[src/rtl/core/assert_macros.svh]
// Assertion macros shared by the GF(2) divider RTL.
// Plain text macros, no dependencies.
`ifndef ASSERT_MACROS_SVH
`define ASSERT_MACROS_SVH

// Same-cycle implication, disabled while reset is asserted.
`define GF2PD_ASSERT_IMP(lbl, clk, rstn, ante, cons) \
  lbl: assert property (@(posedge clk) disable iff (!rstn) (ante) |-> (cons)) \
    else $error("gf2pd: assertion failed");

// Next-cycle implication, disabled while reset is asserted.
`define GF2PD_ASSERT_NXT(lbl, clk, rstn, ante, cons) \
  lbl: assert property (@(posedge clk) disable iff (!rstn) (ante) |=> (cons)) \
    else $error("gf2pd: assertion failed");

`endif

[src/rtl/core/gf2pd_pkg.sv]
// Package for the GF(2) polynomial divider: widths, control types, FSM states.
// No dependencies.
package gf2pd_pkg;

  // Fixed field widths of the item ports
  localparam int unsigned FIELD_W        = 64;
  localparam int unsigned DEG_W          = 6;
  // Default polynomial width and the group size of the top-bit finder
  localparam int unsigned POLY_WIDTH_DEF = 64;
  localparam int unsigned GROUP_W        = 8;

  // Controller states
  typedef enum logic [1:0] {
    S_IDLE,
    S_RUN,
    S_SCAN,
    S_HOLD
  } gf2pd_state_e;

  // Control shared by every cell of the row
  typedef struct packed {
    logic load;   // take a new item
    logic shift;  // one walk step
    logic fire;   // remainder bit set: xor in the divisor, emit quotient 1
  } gf2pd_cell_ctl_t;

endpackage

[src/rtl/core/gf2pd_if.sv]
// Valid/ready channel interfaces for the GF(2) divider items.
// Depends on gf2pd_pkg.
interface gf2pd_in_if import gf2pd_pkg::*; ();
  logic               valid;
  logic               ready;
  logic [FIELD_W-1:0] dividend;
  logic [DEG_W-1:0]   dividend_degree;
  logic [FIELD_W-1:0] divisor;
  logic [DEG_W-1:0]   divisor_degree;

  modport source (output valid, dividend, dividend_degree, divisor, divisor_degree,
                  input ready);
  modport sink   (input valid, dividend, dividend_degree, divisor, divisor_degree,
                  output ready);
endinterface

interface gf2pd_out_if import gf2pd_pkg::*; ();
  logic               valid;
  logic               ready;
  logic [FIELD_W-1:0] quotient;
  logic [DEG_W-1:0]   quotient_degree;
  logic [FIELD_W-1:0] remainder;
  logic [DEG_W-1:0]   remainder_degree;
  logic               divides_evenly;

  modport source (output valid, quotient, quotient_degree, remainder, remainder_degree,
                  divides_evenly, input ready);
  modport sink   (input valid, quotient, quotient_degree, remainder, remainder_degree,
                  divides_evenly, output ready);
endinterface

[src/rtl/core/gf2_polynomial_divider_unit.sv]
// GF(2) polynomial divider: one item at a time through a row of POLY_WIDTH bit
// cells. After an input transfer the row walks POLY_WIDTH steps, one shift of
// the divisor per cycle, from shift POLY_WIDTH-1 down to 0; steps outside the
// range from the dividend degree down to the divisor degree change nothing.
// The walk length, set by the cell row, is the same for every item. A top-bit
// search state (S_SCAN) and a state that moves the result into the output
// register (S_HOLD) follow. Input is taken only in S_IDLE, so a new item waits
// until the last one has been moved into the output register, and S_HOLD waits
// for the sink to free that register. The output register lets the next item
// start while a result still waits. Degrees above POLY_WIDTH-1 saturate;
// words are cut to POLY_WIDTH bits.
// Depends on gf2pd_pkg, gf2pd_if, gf2pd_cell, gf2pd_msb_find, assert_macros.svh.
`include "assert_macros.svh"

module gf2_polynomial_divider_unit import gf2pd_pkg::*; #(
  parameter int unsigned POLY_WIDTH = POLY_WIDTH_DEF
) (
  input  logic        clk_i,
  input  logic        rst_ni,
  gf2pd_in_if.sink    in_i,
  gf2pd_out_if.source out_o
);

  localparam int unsigned W     = POLY_WIDTH;
  localparam int unsigned IDX_W = $clog2(W);
  localparam logic [DEG_W-1:0] MaxDeg = DEG_W'(W - 1);

  gf2pd_state_e    state_q, state_d;
  gf2pd_cell_ctl_t ctl;

  logic [IDX_W-1:0] s_q, s_d;
  logic [IDX_W-1:0] dd_q, dd_d;
  logic [IDX_W-1:0] diff_q, diff_d;
  logic             ge_q, ge_d;
  logic             any_q, any_d;
  logic [IDX_W-1:0] qdeg_q, qdeg_d;

  logic             in_fire, out_load, scan_load;
  logic [IDX_W-1:0] top_c, dd_c, p_c;
  logic             active, fire;

  logic [W-1:0] dividend_m, divisor_m;
  logic [W-1:0] rem_vec, dv_vec, q_vec;
  logic [W-2:0] up_q;

  logic [DEG_W-1:0] rdeg;
  logic             rzero;

  logic             out_valid_q;
  logic [W-1:0]     quo_out_q, rem_out_q;
  logic [DEG_W-1:0] qdeg_out_q, rdeg_out_q;
  logic             even_out_q;

  assign in_fire    = in_i.valid & in_i.ready;
  assign dividend_m = in_i.dividend[W-1:0];
  assign divisor_m  = in_i.divisor[W-1:0];

  // Saturate the stated degrees to the word
  assign top_c = (in_i.dividend_degree > MaxDeg) ? IDX_W'(MaxDeg)
                                                  : in_i.dividend_degree[IDX_W-1:0];
  assign dd_c  = (in_i.divisor_degree > MaxDeg) ? IDX_W'(MaxDeg)
                                                 : in_i.divisor_degree[IDX_W-1:0];

  // Step is live when position s+dd lies between the divisor and dividend degrees
  assign p_c    = s_q + dd_q;
  assign active = ge_q && (s_q <= diff_q);
  assign fire   = (state_q == S_RUN) && active && rem_vec[p_c];

  // Controller
  always_comb begin
    state_d   = state_q;
    ctl       = '0;
    scan_load = 1'b0;
    out_load  = 1'b0;
    s_d       = s_q;
    dd_d      = dd_q;
    diff_d    = diff_q;
    ge_d      = ge_q;
    any_d     = any_q;
    qdeg_d    = qdeg_q;
    in_i.ready = (state_q == S_IDLE);
    case (state_q)
      S_IDLE: begin
        if (in_i.valid) begin
          ctl.load = 1'b1;
          s_d      = IDX_W'(W - 1);
          dd_d     = dd_c;
          diff_d   = top_c - dd_c;
          ge_d     = (top_c >= dd_c);
          any_d    = 1'b0;
          qdeg_d   = '0;
          state_d  = S_RUN;
        end
      end
      S_RUN: begin
        ctl.shift = 1'b1;
        ctl.fire  = fire;
        if (fire && !any_q) begin
          any_d  = 1'b1;
          qdeg_d = s_q;
        end
        s_d = s_q - 1'b1;
        if (s_q == '0) begin
          state_d = S_SCAN;
        end
      end
      S_SCAN: begin
        scan_load = 1'b1;
        state_d   = S_HOLD;
      end
      S_HOLD: begin
        if (!out_valid_q || out_o.ready) begin
          out_load = 1'b1;
          state_d  = S_IDLE;
        end
      end
      default: begin
        state_d = S_IDLE;
      end
    endcase
  end

  always_ff @(posedge clk_i or negedge rst_ni) begin
    if (!rst_ni) begin
      state_q <= S_IDLE;
      s_q     <= '0;
      dd_q    <= '0;
      diff_q  <= '0;
      ge_q    <= 1'b0;
      any_q   <= 1'b0;
      qdeg_q  <= '0;
    end else begin
      state_q <= state_d;
      s_q     <= s_d;
      dd_q    <= dd_d;
      diff_q  <= diff_d;
      ge_q    <= ge_d;
      any_q   <= any_d;
      qdeg_q  <= qdeg_d;
    end
  end

  // Divisor bits above the row: the word starts at shift POLY_WIDTH-1
  always_ff @(posedge clk_i) begin
    if (ctl.load) begin
      up_q <= divisor_m[W-1:1];
    end else if (ctl.shift) begin
      up_q <= {1'b0, up_q[W-2:1]};
    end
  end

  // Row of bit cells
  for (genvar i = 0; i < W; i++) begin : g_cell
    logic dv_ld, dv_in, q_in;
    if (i == W - 1) begin : g_top
      assign dv_ld = divisor_m[0];
      assign dv_in = up_q[0];
    end else begin : g_mid
      assign dv_ld = 1'b0;
      assign dv_in = dv_vec[i+1];
    end
    if (i == 0) begin : g_low
      assign q_in = fire;
    end else begin : g_up
      assign q_in = q_vec[i-1];
    end
    gf2pd_cell u_cell (
      .clk_i    (clk_i),
      .ctl_i    (ctl),
      .rem_ld_i (dividend_m[i]),
      .dv_ld_i  (dv_ld),
      .dv_i     (dv_in),
      .q_i      (q_in),
      .rem_o    (rem_vec[i]),
      .dv_o     (dv_vec[i]),
      .q_o      (q_vec[i])
    );
  end

  // Remainder degree search
  gf2pd_msb_find #(.W(W)) u_msb (
    .clk_i  (clk_i),
    .load_i (scan_load),
    .vec_i  (rem_vec),
    .deg_o  (rdeg),
    .zero_o (rzero)
  );

  // Output register
  always_ff @(posedge clk_i or negedge rst_ni) begin
    if (!rst_ni) begin
      out_valid_q <= 1'b0;
    end else if (out_load) begin
      out_valid_q <= 1'b1;
    end else if (out_o.ready) begin
      out_valid_q <= 1'b0;
    end
  end

  always_ff @(posedge clk_i) begin
    if (out_load) begin
      quo_out_q  <= q_vec;
      qdeg_out_q <= DEG_W'(qdeg_q);
      rem_out_q  <= rem_vec;
      rdeg_out_q <= rdeg;
      even_out_q <= rzero;
    end
  end

  assign out_o.valid            = out_valid_q;
  assign out_o.quotient         = FIELD_W'(quo_out_q);
  assign out_o.quotient_degree  = qdeg_out_q;
  assign out_o.remainder        = FIELD_W'(rem_out_q);
  assign out_o.remainder_degree = rdeg_out_q;
  assign out_o.divides_evenly   = even_out_q;

  // Checks
  `GF2PD_ASSERT_NXT(a_start_run, clk_i, rst_ni, in_fire, state_q == S_RUN && s_q == IDX_W'(W - 1))
  `GF2PD_ASSERT_IMP(a_even_flag, clk_i, rst_ni, out_valid_q, even_out_q == (rem_out_q == '0))
  `GF2PD_ASSERT_IMP(a_qdeg_bit, clk_i, rst_ni, out_valid_q && (quo_out_q != '0), quo_out_q[qdeg_out_q])
  `GF2PD_ASSERT_IMP(a_no_step, clk_i, rst_ni, state_q == S_RUN && !ge_q, !fire)

endmodule

[src/rtl/core/gf2pd_cell.sv]
// One bit cell of the divider row: remainder bit, divisor bit, quotient bit.
// Depends on gf2pd_pkg.
module gf2pd_cell import gf2pd_pkg::*; (
  input  logic            clk_i,
  input  gf2pd_cell_ctl_t ctl_i,
  input  logic            rem_ld_i,  // dividend bit on load
  input  logic            dv_ld_i,   // aligned divisor bit on load
  input  logic            dv_i,      // divisor bit from the cell above
  input  logic            q_i,       // quotient bit from the cell below
  output logic            rem_o,
  output logic            dv_o,
  output logic            q_o
);

  logic rem_q, rem_d;
  logic dv_q, dv_d;
  logic q_q, q_d;

  // Divisor moves down, quotient moves up, remainder stays and takes the xor
  always_comb begin
    rem_d = rem_q;
    dv_d  = dv_q;
    q_d   = q_q;
    if (ctl_i.load) begin
      rem_d = rem_ld_i;
      dv_d  = dv_ld_i;
      q_d   = 1'b0;
    end else if (ctl_i.shift) begin
      rem_d = rem_q ^ (ctl_i.fire & dv_q);
      dv_d  = dv_i;
      q_d   = q_i;
    end
  end

  always_ff @(posedge clk_i) begin
    rem_q <= rem_d;
    dv_q  <= dv_d;
    q_q   <= q_d;
  end

  assign rem_o = rem_q;
  assign dv_o  = dv_q;
  assign q_o   = q_q;

endmodule

[src/rtl/core/gf2pd_msb_find.sv]
// Two-stage top set bit finder: per-byte encode, then group select.
// Depends on gf2pd_pkg.
module gf2pd_msb_find import gf2pd_pkg::*; #(
  parameter int unsigned W = POLY_WIDTH_DEF
) (
  input  logic             clk_i,
  input  logic             load_i,
  input  logic [W-1:0]     vec_i,
  output logic [DEG_W-1:0] deg_o,   // 0 when the word is zero
  output logic             zero_o
);

  localparam int unsigned NGRP  = (W + GROUP_W - 1) / GROUP_W;
  localparam int unsigned PAD_W = NGRP * GROUP_W;
  localparam int unsigned LOC_W = $clog2(GROUP_W);

  logic [PAD_W-1:0] pad;
  logic [NGRP-1:0]  grp_any_d, grp_any_q;
  logic [LOC_W-1:0] grp_idx_d [NGRP];
  logic [LOC_W-1:0] grp_idx_q [NGRP];
  logic [DEG_W-1:0] deg_c;

  assign pad = PAD_W'(vec_i);

  // Stage 1: per group, any bit set and the index of the highest one
  always_comb begin
    for (int g = 0; g < NGRP; g++) begin
      grp_any_d[g] = |pad[g*GROUP_W +: GROUP_W];
      grp_idx_d[g] = '0;
      for (int b = 0; b < GROUP_W; b++) begin
        if (pad[g*GROUP_W + b]) begin
          grp_idx_d[g] = LOC_W'(b);
        end
      end
    end
  end

  always_ff @(posedge clk_i) begin
    if (load_i) begin
      grp_any_q <= grp_any_d;
      grp_idx_q <= grp_idx_d;
    end
  end

  // Stage 2: highest group that holds a set bit
  always_comb begin
    deg_c = '0;
    for (int g = 0; g < NGRP; g++) begin
      if (grp_any_q[g]) begin
        deg_c = DEG_W'(g * GROUP_W + int'(grp_idx_q[g]));
      end
    end
  end

  assign deg_o  = deg_c;
  assign zero_o = ~|grp_any_q;

endmodule
[src/flat_wrapper.sv]
// flat-port wrapper written by rule: the top's interface ports become plain ports
module gf2_polynomial_divider_unit_flat import gf2pd_pkg::*;
#(
  parameter int unsigned POLY_WIDTH = POLY_WIDTH_DEF
)
  (clk_i, rst_ni, in_i_valid, in_i_dividend, in_i_dividend_degree, in_i_divisor, in_i_divisor_degree, in_i_ready, out_o_valid, out_o_quotient, out_o_quotient_degree, out_o_remainder, out_o_remainder_degree, out_o_divides_evenly, out_o_ready);
  gf2pd_in_if in_i_i ();
  gf2pd_out_if out_o_i ();
  input  logic clk_i;
  input  logic rst_ni;
  input wire logic [$bits(in_i_i.valid)-1:0] in_i_valid;
  input wire logic [$bits(in_i_i.dividend)-1:0] in_i_dividend;
  input wire logic [$bits(in_i_i.dividend_degree)-1:0] in_i_dividend_degree;
  input wire logic [$bits(in_i_i.divisor)-1:0] in_i_divisor;
  input wire logic [$bits(in_i_i.divisor_degree)-1:0] in_i_divisor_degree;
  output wire logic [$bits(in_i_i.ready)-1:0] in_i_ready;
  output wire logic [$bits(out_o_i.valid)-1:0] out_o_valid;
  output wire logic [$bits(out_o_i.quotient)-1:0] out_o_quotient;
  output wire logic [$bits(out_o_i.quotient_degree)-1:0] out_o_quotient_degree;
  output wire logic [$bits(out_o_i.remainder)-1:0] out_o_remainder;
  output wire logic [$bits(out_o_i.remainder_degree)-1:0] out_o_remainder_degree;
  output wire logic [$bits(out_o_i.divides_evenly)-1:0] out_o_divides_evenly;
  input wire logic [$bits(out_o_i.ready)-1:0] out_o_ready;
  assign in_i_i.valid = in_i_valid;
  assign in_i_i.dividend = in_i_dividend;
  assign in_i_i.dividend_degree = in_i_dividend_degree;
  assign in_i_i.divisor = in_i_divisor;
  assign in_i_i.divisor_degree = in_i_divisor_degree;
  assign in_i_ready = in_i_i.ready;
  assign out_o_valid = out_o_i.valid;
  assign out_o_quotient = out_o_i.quotient;
  assign out_o_quotient_degree = out_o_i.quotient_degree;
  assign out_o_remainder = out_o_i.remainder;
  assign out_o_remainder_degree = out_o_i.remainder_degree;
  assign out_o_divides_evenly = out_o_i.divides_evenly;
  assign out_o_i.ready = out_o_ready;
  gf2_polynomial_divider_unit #(.POLY_WIDTH(POLY_WIDTH)) u_core (.clk_i(clk_i), .rst_ni(rst_ni), .in_i(in_i_i), .out_o(out_o_i));
endmodule
[config.mk]
export PLATFORM = sky130hd
export DESIGN_NAME = gf2_polynomial_divider_unit_flat
export DESIGN_NICKNAME = d
export VERILOG_FILES = /design/src/rtl/core/gf2pd_pkg.sv /design/src/rtl/core/gf2pd_if.sv /design/src/rtl/core/gf2_polynomial_divider_unit.sv /design/src/rtl/core/gf2pd_cell.sv /design/src/rtl/core/gf2pd_msb_find.sv /design/src/flat_wrapper.sv
export VERILOG_INCLUDE_DIRS = /design/src /design/src/rtl/core
export SDC_FILE = /design/constraint.sdc
export NUM_CORES = 1
export LEC_CHECK = 0
export ABC_AREA = 0
export ABC_CLOCK_PERIOD_IN_PS = 10400
export BUFFER_PORTS_ARGS = -buffer_cell sky130_fd_sc_hd__buf_2
export CAP_MARGIN = 30
export CORE_ASPECT_RATIO = 1.5
export CORE_MARGIN = 4
export CORE_UTILIZATION = 52
export DETAILED_ROUTE_END_ITERATION = 12
export PLACE_DENSITY_LB_ADDON = 0.3
export SYNTH_ARGS = -nofsm -noshare
export SYNTH_HDL_FRONTEND = slang
export SYNTH_HIERARCHICAL = 1
export SYNTH_SLANG_ARGS = --single-unit
[constraint.sdc]
create_clock -name clk_i -period 10.4 [get_ports clk_i]
set_input_delay 2.6 -clock clk_i [delete_from_list [all_inputs] [get_ports clk_i]]
set_output_delay 2.6 -clock clk_i [all_outputs]
set_load 0.03 [all_outputs]
# Word-level counts from Yosys, hierarchy flattened
# Cells that the tools add are included.
# op_classes
n_div,0
mux,212
reduce_logical,42
magnitude_cmp,5
addsub,10
shift,0
bitwise,128
n_eq_ne,7
n_mul,0
# op_table
operator,n
$mux W1,156
$mux W63,2
$mux W6,12
$reduce_or A8 Y1,9
$and A1 B1 Y1,64
$xor A1 B1 Y1,64
$mux W3,17
$mux W2,20
$reduce_or A4 Y1,8
$add A6 B3 Y6 const A,4
$pmux W6 S2,2
$reduce_or A2 Y1,8
$add A5 B3 Y6 const A,2
$gt A6 B6 Y1 const B,2
$pmux W2 S4,1
$lt A6 B7 Y1 const B,1
$add A6 B6 Y6,1
$bmux W1 S6,1
$ge A6 B6 Y1,1
$le A6 B6 Y1,1
$logic_not A6 Y1,1
$ne A2 B2 Y1 const B,3
$reduce_and A3 Y1,2
$reduce_bool A2 Y1,3
other kinds (12),19
# word_totals
n_memories,0
word_cells,635
ram_bits,0
latch_bits,0
rom_bits,0
inputBits,144
ff_bits,457

# Depth between registers and ports, before layout
# logic_depth
ltp_word,9
mapped_depth,13
mapped_depth_nobuf,11

# Modules after synthesis
# Netlist, hierarchy kept.
# by_module_without_submodules
module,instances,area_per_inst_um2,cells_per_inst
gf2_polynomial_divider_unit,1,9485.3,542
gf2pd_cell,64,141.4,11
gf2pd_msb_find,1,1706.6,175

# Least setup slack after synthesis
# OpenSTA, ideal clock, no wires.
# synth_path
path_type,input to register
start,input in_i_valid
end,register u_core.g_cell[63].u_cell.dv_q (data pin)
setup_slack_ns,-1.723
arrival_ns,11.938
required_ns,10.216
stages,5
path_cell_list,nand2_1 -> clkinv_1 -> clkbuf_1 -> buf_1 -> mux2_2
# synth_rtl
item,line_no,rtl
"start, declared",flat_wrapper.sv:11,input wire logic [$bits(in_i_i.valid)-1:0] in_i_valid;
"end signal, assigned",gf2pd_cell.sv:37,dv_q <= dv_d;
"end, declared",gf2pd_cell.sv:16,"logic dv_q, dv_d;"

# Worst setup path in the final report
# layout_path
start,input in_i_valid
end,register u_core.g_cell[34].u_cell.rem_q (data pin)
# layout_between
elab_chain_cells,3
# layout_lines
item,line_no,rtl
$mux W1,gf2_polynomial_divider_unit.sv:84,if (in_i.valid) begin
$mux W1,gf2_polynomial_divider_unit.sv:82,case (state_q)
$mux W1,gf2pd_cell.sv:24,if (ctl_i.load) begin
named net u_core.g_cell[34].u_cell.rem_d,gf2pd_cell.sv:15,"logic rem_q, rem_d;"
"end signal, assigned",gf2pd_cell.sv:36,rem_q <= rem_d;
"end, declared",gf2pd_cell.sv:15,
# The timed path passes the listed nets, and every way through them passes these cells.
# A chain may end at the register's enable or synchronous reset.

==> reports/metrics.yaml <==
outcome: "completed"
grt_pass1_wl_mm: 70.6
via_count: 13000
syn_avg_cell_area_um2: 14.2
p_sw_share_pct: 36.4
critical_path_arrival_ns: 5.65
min_period_ns: 5.37
critPathKind: "input pin to flop"
fp.dieH_um: 250
core_um2: 38400
netlist_instances: 1421
clkPwrFrac_pct: 18.0
ys_ff_latch: 457
worst_pin_slew_ns: 1.09
post_dp_cell_area_um2: 22600
regArea_um2: 12900
hpwlAfterDp_mm: 30.4
fp.dieW_um: 169
final_nets: 1972
drc: 0
hold_buffers: 0
hold_viol_final: 0
grt.overflow.total: 0
p_per_area_nw_per_um2: 354
grt_max_degree: 282
areaGrowthSynthToFinish_pct: 18.3
port_buffers: 286
layout_commonest_cell: "edfxtp_1"
grt_use_total_pct: 20.8
viasPerCell: 5.58
stdcell_count: 2331
design_area_um2: 23900
drt-met1-wl_mm: 17.3
numCtsBuffers: 43
route.met3.wl_mm: 2.61
finalMaxSlewViolations: 0
drt_iter0_markers: 900
antenna_found_initial: 4
leakage_nw: 9.31
ios: 287
drt-wirelength-per-cell_um: 19.4
slew_headroom_pct: 27.1
wl_met2_mm: 23.6
cp-end-kind: "flop"
die_area_um2: 42200
crit_slowest_cell: "buf_12"
period_share_pct: 51.6
final_cell_mix: "edfxtp_1, buf_2, mux2_2"
path_max_fanout: 281
cts_max_level: 2
worstHoldPathType: "flop to flop"
synth.distinct_cells: 64
synthFlopType: "edfxtp_1"
drive_above_1_share_pct: 31.5
grt_pass1_vias: 13300
final-setup-viol-count: 0
cts.sinks: 457
start_util_pct: 52.7
postCtsSetupBuffers: 0
synth_edf_count: 364
rows: 88
seq_area_frac_synth_pct: 63.9
internal-power_w: 0.00539
clkSlewWorstSetupHoldPaths_ns: 0.06
required_ns: 10.68
fillers: 2979
netlist_area_um2: 20200
wl_mm: 45.2
place.gp.congestion: 0.818
p_seq_share_pct: 43.8
top_layer: "met5"
p_sw_w: 0.00308
combPwrFrac_pct: 38.2
first_pass_iters: 5
cts_buffer_depth: 3
cap_violations: 0
path_cells: "buf_2 -> nand2_1 -> inv_8 -> buf_16 -> buf_12 -> nor2b_1 -> a221o_1"
ant_nets: 0
worst_path_largest_cell_delay_ns: 0.85
clkLatencyLatePin_ns: 0.55
cts-resized-gates: 0
async_reset_ff_share_pct: 6.35
finalClockSkew_ns: 0.0202
cts-root-buf: "clkbuf_16"
ir_drop_uv: 212
rsz0062_at_grt: "false"
placedCellCount: 2252
multi_input_area_um2: 7300
tns_ns: 0
fmax_ghz: 0.186
ys_warn_count: 6
worstSetupStartpointType: "input pin"
cts_tree: "built"
==> cells in the mapped netlist, types with 4 or more instances <==
cell | count | area, um^2
o221ai_1 | 5 | 43.8
o211ai_1 | 4 | 30.0
or2_2 | 65 | 407
nand2b_1 | 17 | 106
nor2b_1 | 66 | 413
a21o_1 | 7 | 52.6
nand3_1 | 6 | 30.0
mux4_1 | 7 | 184
mux4_2 | 5 | 113
and3_1 | 8 | 50.1
edfxtp_1 | 364 | 10900
o21bai_1 | 9 | 67.6
o21ai_0 | 25 | 125
xor2_1 | 7 | 61.3
a221o_1 | 64 | 641
nand4_1 | 10 | 62.6
nor4bb_1 | 64 | 641
mux2i_1 | 87 | 871
mux2_2 | 130 | 1460
inv_1 | 36 | 135
nor3_1 | 5 | 25.0
ha_1 | 23 | 288
dfxtp_1 | 64 | 1280
dfrtp_1 | 29 | 726
nor2_1 | 113 | 424
nand2_1 | 110 | 413
a21oi_1 | 23 | 115
clkbuf_1 | 16 | 60.1
==> critical path: cells and delay by family <==
kind | cells | cell delay, ns
buffers and inverters | 4 | 1.78
AND/OR/NAND/NOR | 2 | 0.60
AO/OA/AOI/OAI | 1 | 0.38
==> logic make-up after synthesis <==
kind of cell             after synthesis  share of synthesized area, %
AO/OA/AOI/OAI                        160                          6.34
multiplexers                         230                          13.1
AND/OR/NAND/NOR                      476                          13.2
flip-flops                           457                          63.9
adder cells (fa/ha/maj)               25                          1.62
XOR/XNOR                              11                         0.513
buffers and inverters                 61                          1.30
other                                  1                        0.0185
==> through the flow <==
stage | hold WS, ns | total power (W) | worst slack [ns] | utilization (%)
3_3_place_gp | 0.417 | 0.00683 | 4.68 | 58.6
2_1_floorplan | 0.408 | 0.00612 | 0.489 | -
6_report | 0.449 | 0.00847 | 5.03 | 62.3
5_1_grt | 0.461 | 0.00896 | 4.77 | 62.3
4_1_cts | 0.452 | 0.00855 | 5.12 | 62.2
3_5_place_dp | 0.436 | 0.00700 | 4.56 | 58.7
==> per-layer routing <==
layer,up-vias,GRT usage (%)
met3,91,4.34
met5,-,0
met1,6396,25.0
met2,347,36.7
li1,6157,-
met4,6,7.71
==> worst paths after layout <==
path,to,slack (ns),start,cells past startpoint
worst max-delay path,u_core/g_cell[34].u_cell/rem_o,5.03,in_i_valid,7
worst min register to register,u_core/out_o.quotient_degree[3],0.45,u_core/qdeg_q[3],0
worst max register to register,u_core/g_cell[34].u_cell/rem_o,5.31,u_core/s_q[0],13
max in group asynchronous,u_core/state_q[0],7.90,rst_ni,1
worst min-delay path,u_core/out_o.quotient_degree[3],0.45,u_core/qdeg_q[3],0
min in group asynchronous,u_core/s_q[0],2.07,rst_ni,1
==> power groups by stage <==
stage | registers, W | clock network (W) | logic (W)
finish | 0.00371 | 0.00152 | 0.00324
CTS | 0.00372 | 0.00156 | 0.00327
global route | 0.00381 | 0.00164 | 0.00351
detailed placement | 0.00374 | 0 | 0.00326
global placement | 0.00370 | 0 | 0.00313
floorplan | 0.00396 | 0 | 0.00216
==> flip-flops by register name, summed over array words and instances (netlist names) <==
name,flops
u_core/g_cell.u_cell/q_o,64
u_core/any_q,1
u_core/up_q,63
u_core/diff_q,6
u_core/state_q,2
u_core/g_cell.u_cell/dv_o,64
u_core/out_o.remainder,64
u_core/out_o.divides_evenly,1
u_core/out_o.quotient_degree,6
u_core/g_cell.u_cell/rem_o,64
u_core/s_q,6
u_core/dd_q,6
u_core/out_o.quotient,64
u_core/qdeg_q,6
u_core/u_msb/grp_idx_q,24
u_core/ge_q,1
u_core/out_o.valid,1
u_core/out_o.remainder_degree,6
u_core/u_msb/grp_any_q,8
==> final cells by class <==
type / count / area share (%)
inverter: 38 / 0.627
timing repair buffer: 298 / 6.59
clock buffer: 59 / 5.21
clock inverter: 17 / 0.460
multi-input combinational: 965 / 30.5
antenna: 2 / 0.0209
tap: 495 / 2.59
sequential: 457 / 54.0
(Power assumes the default switching activity.)
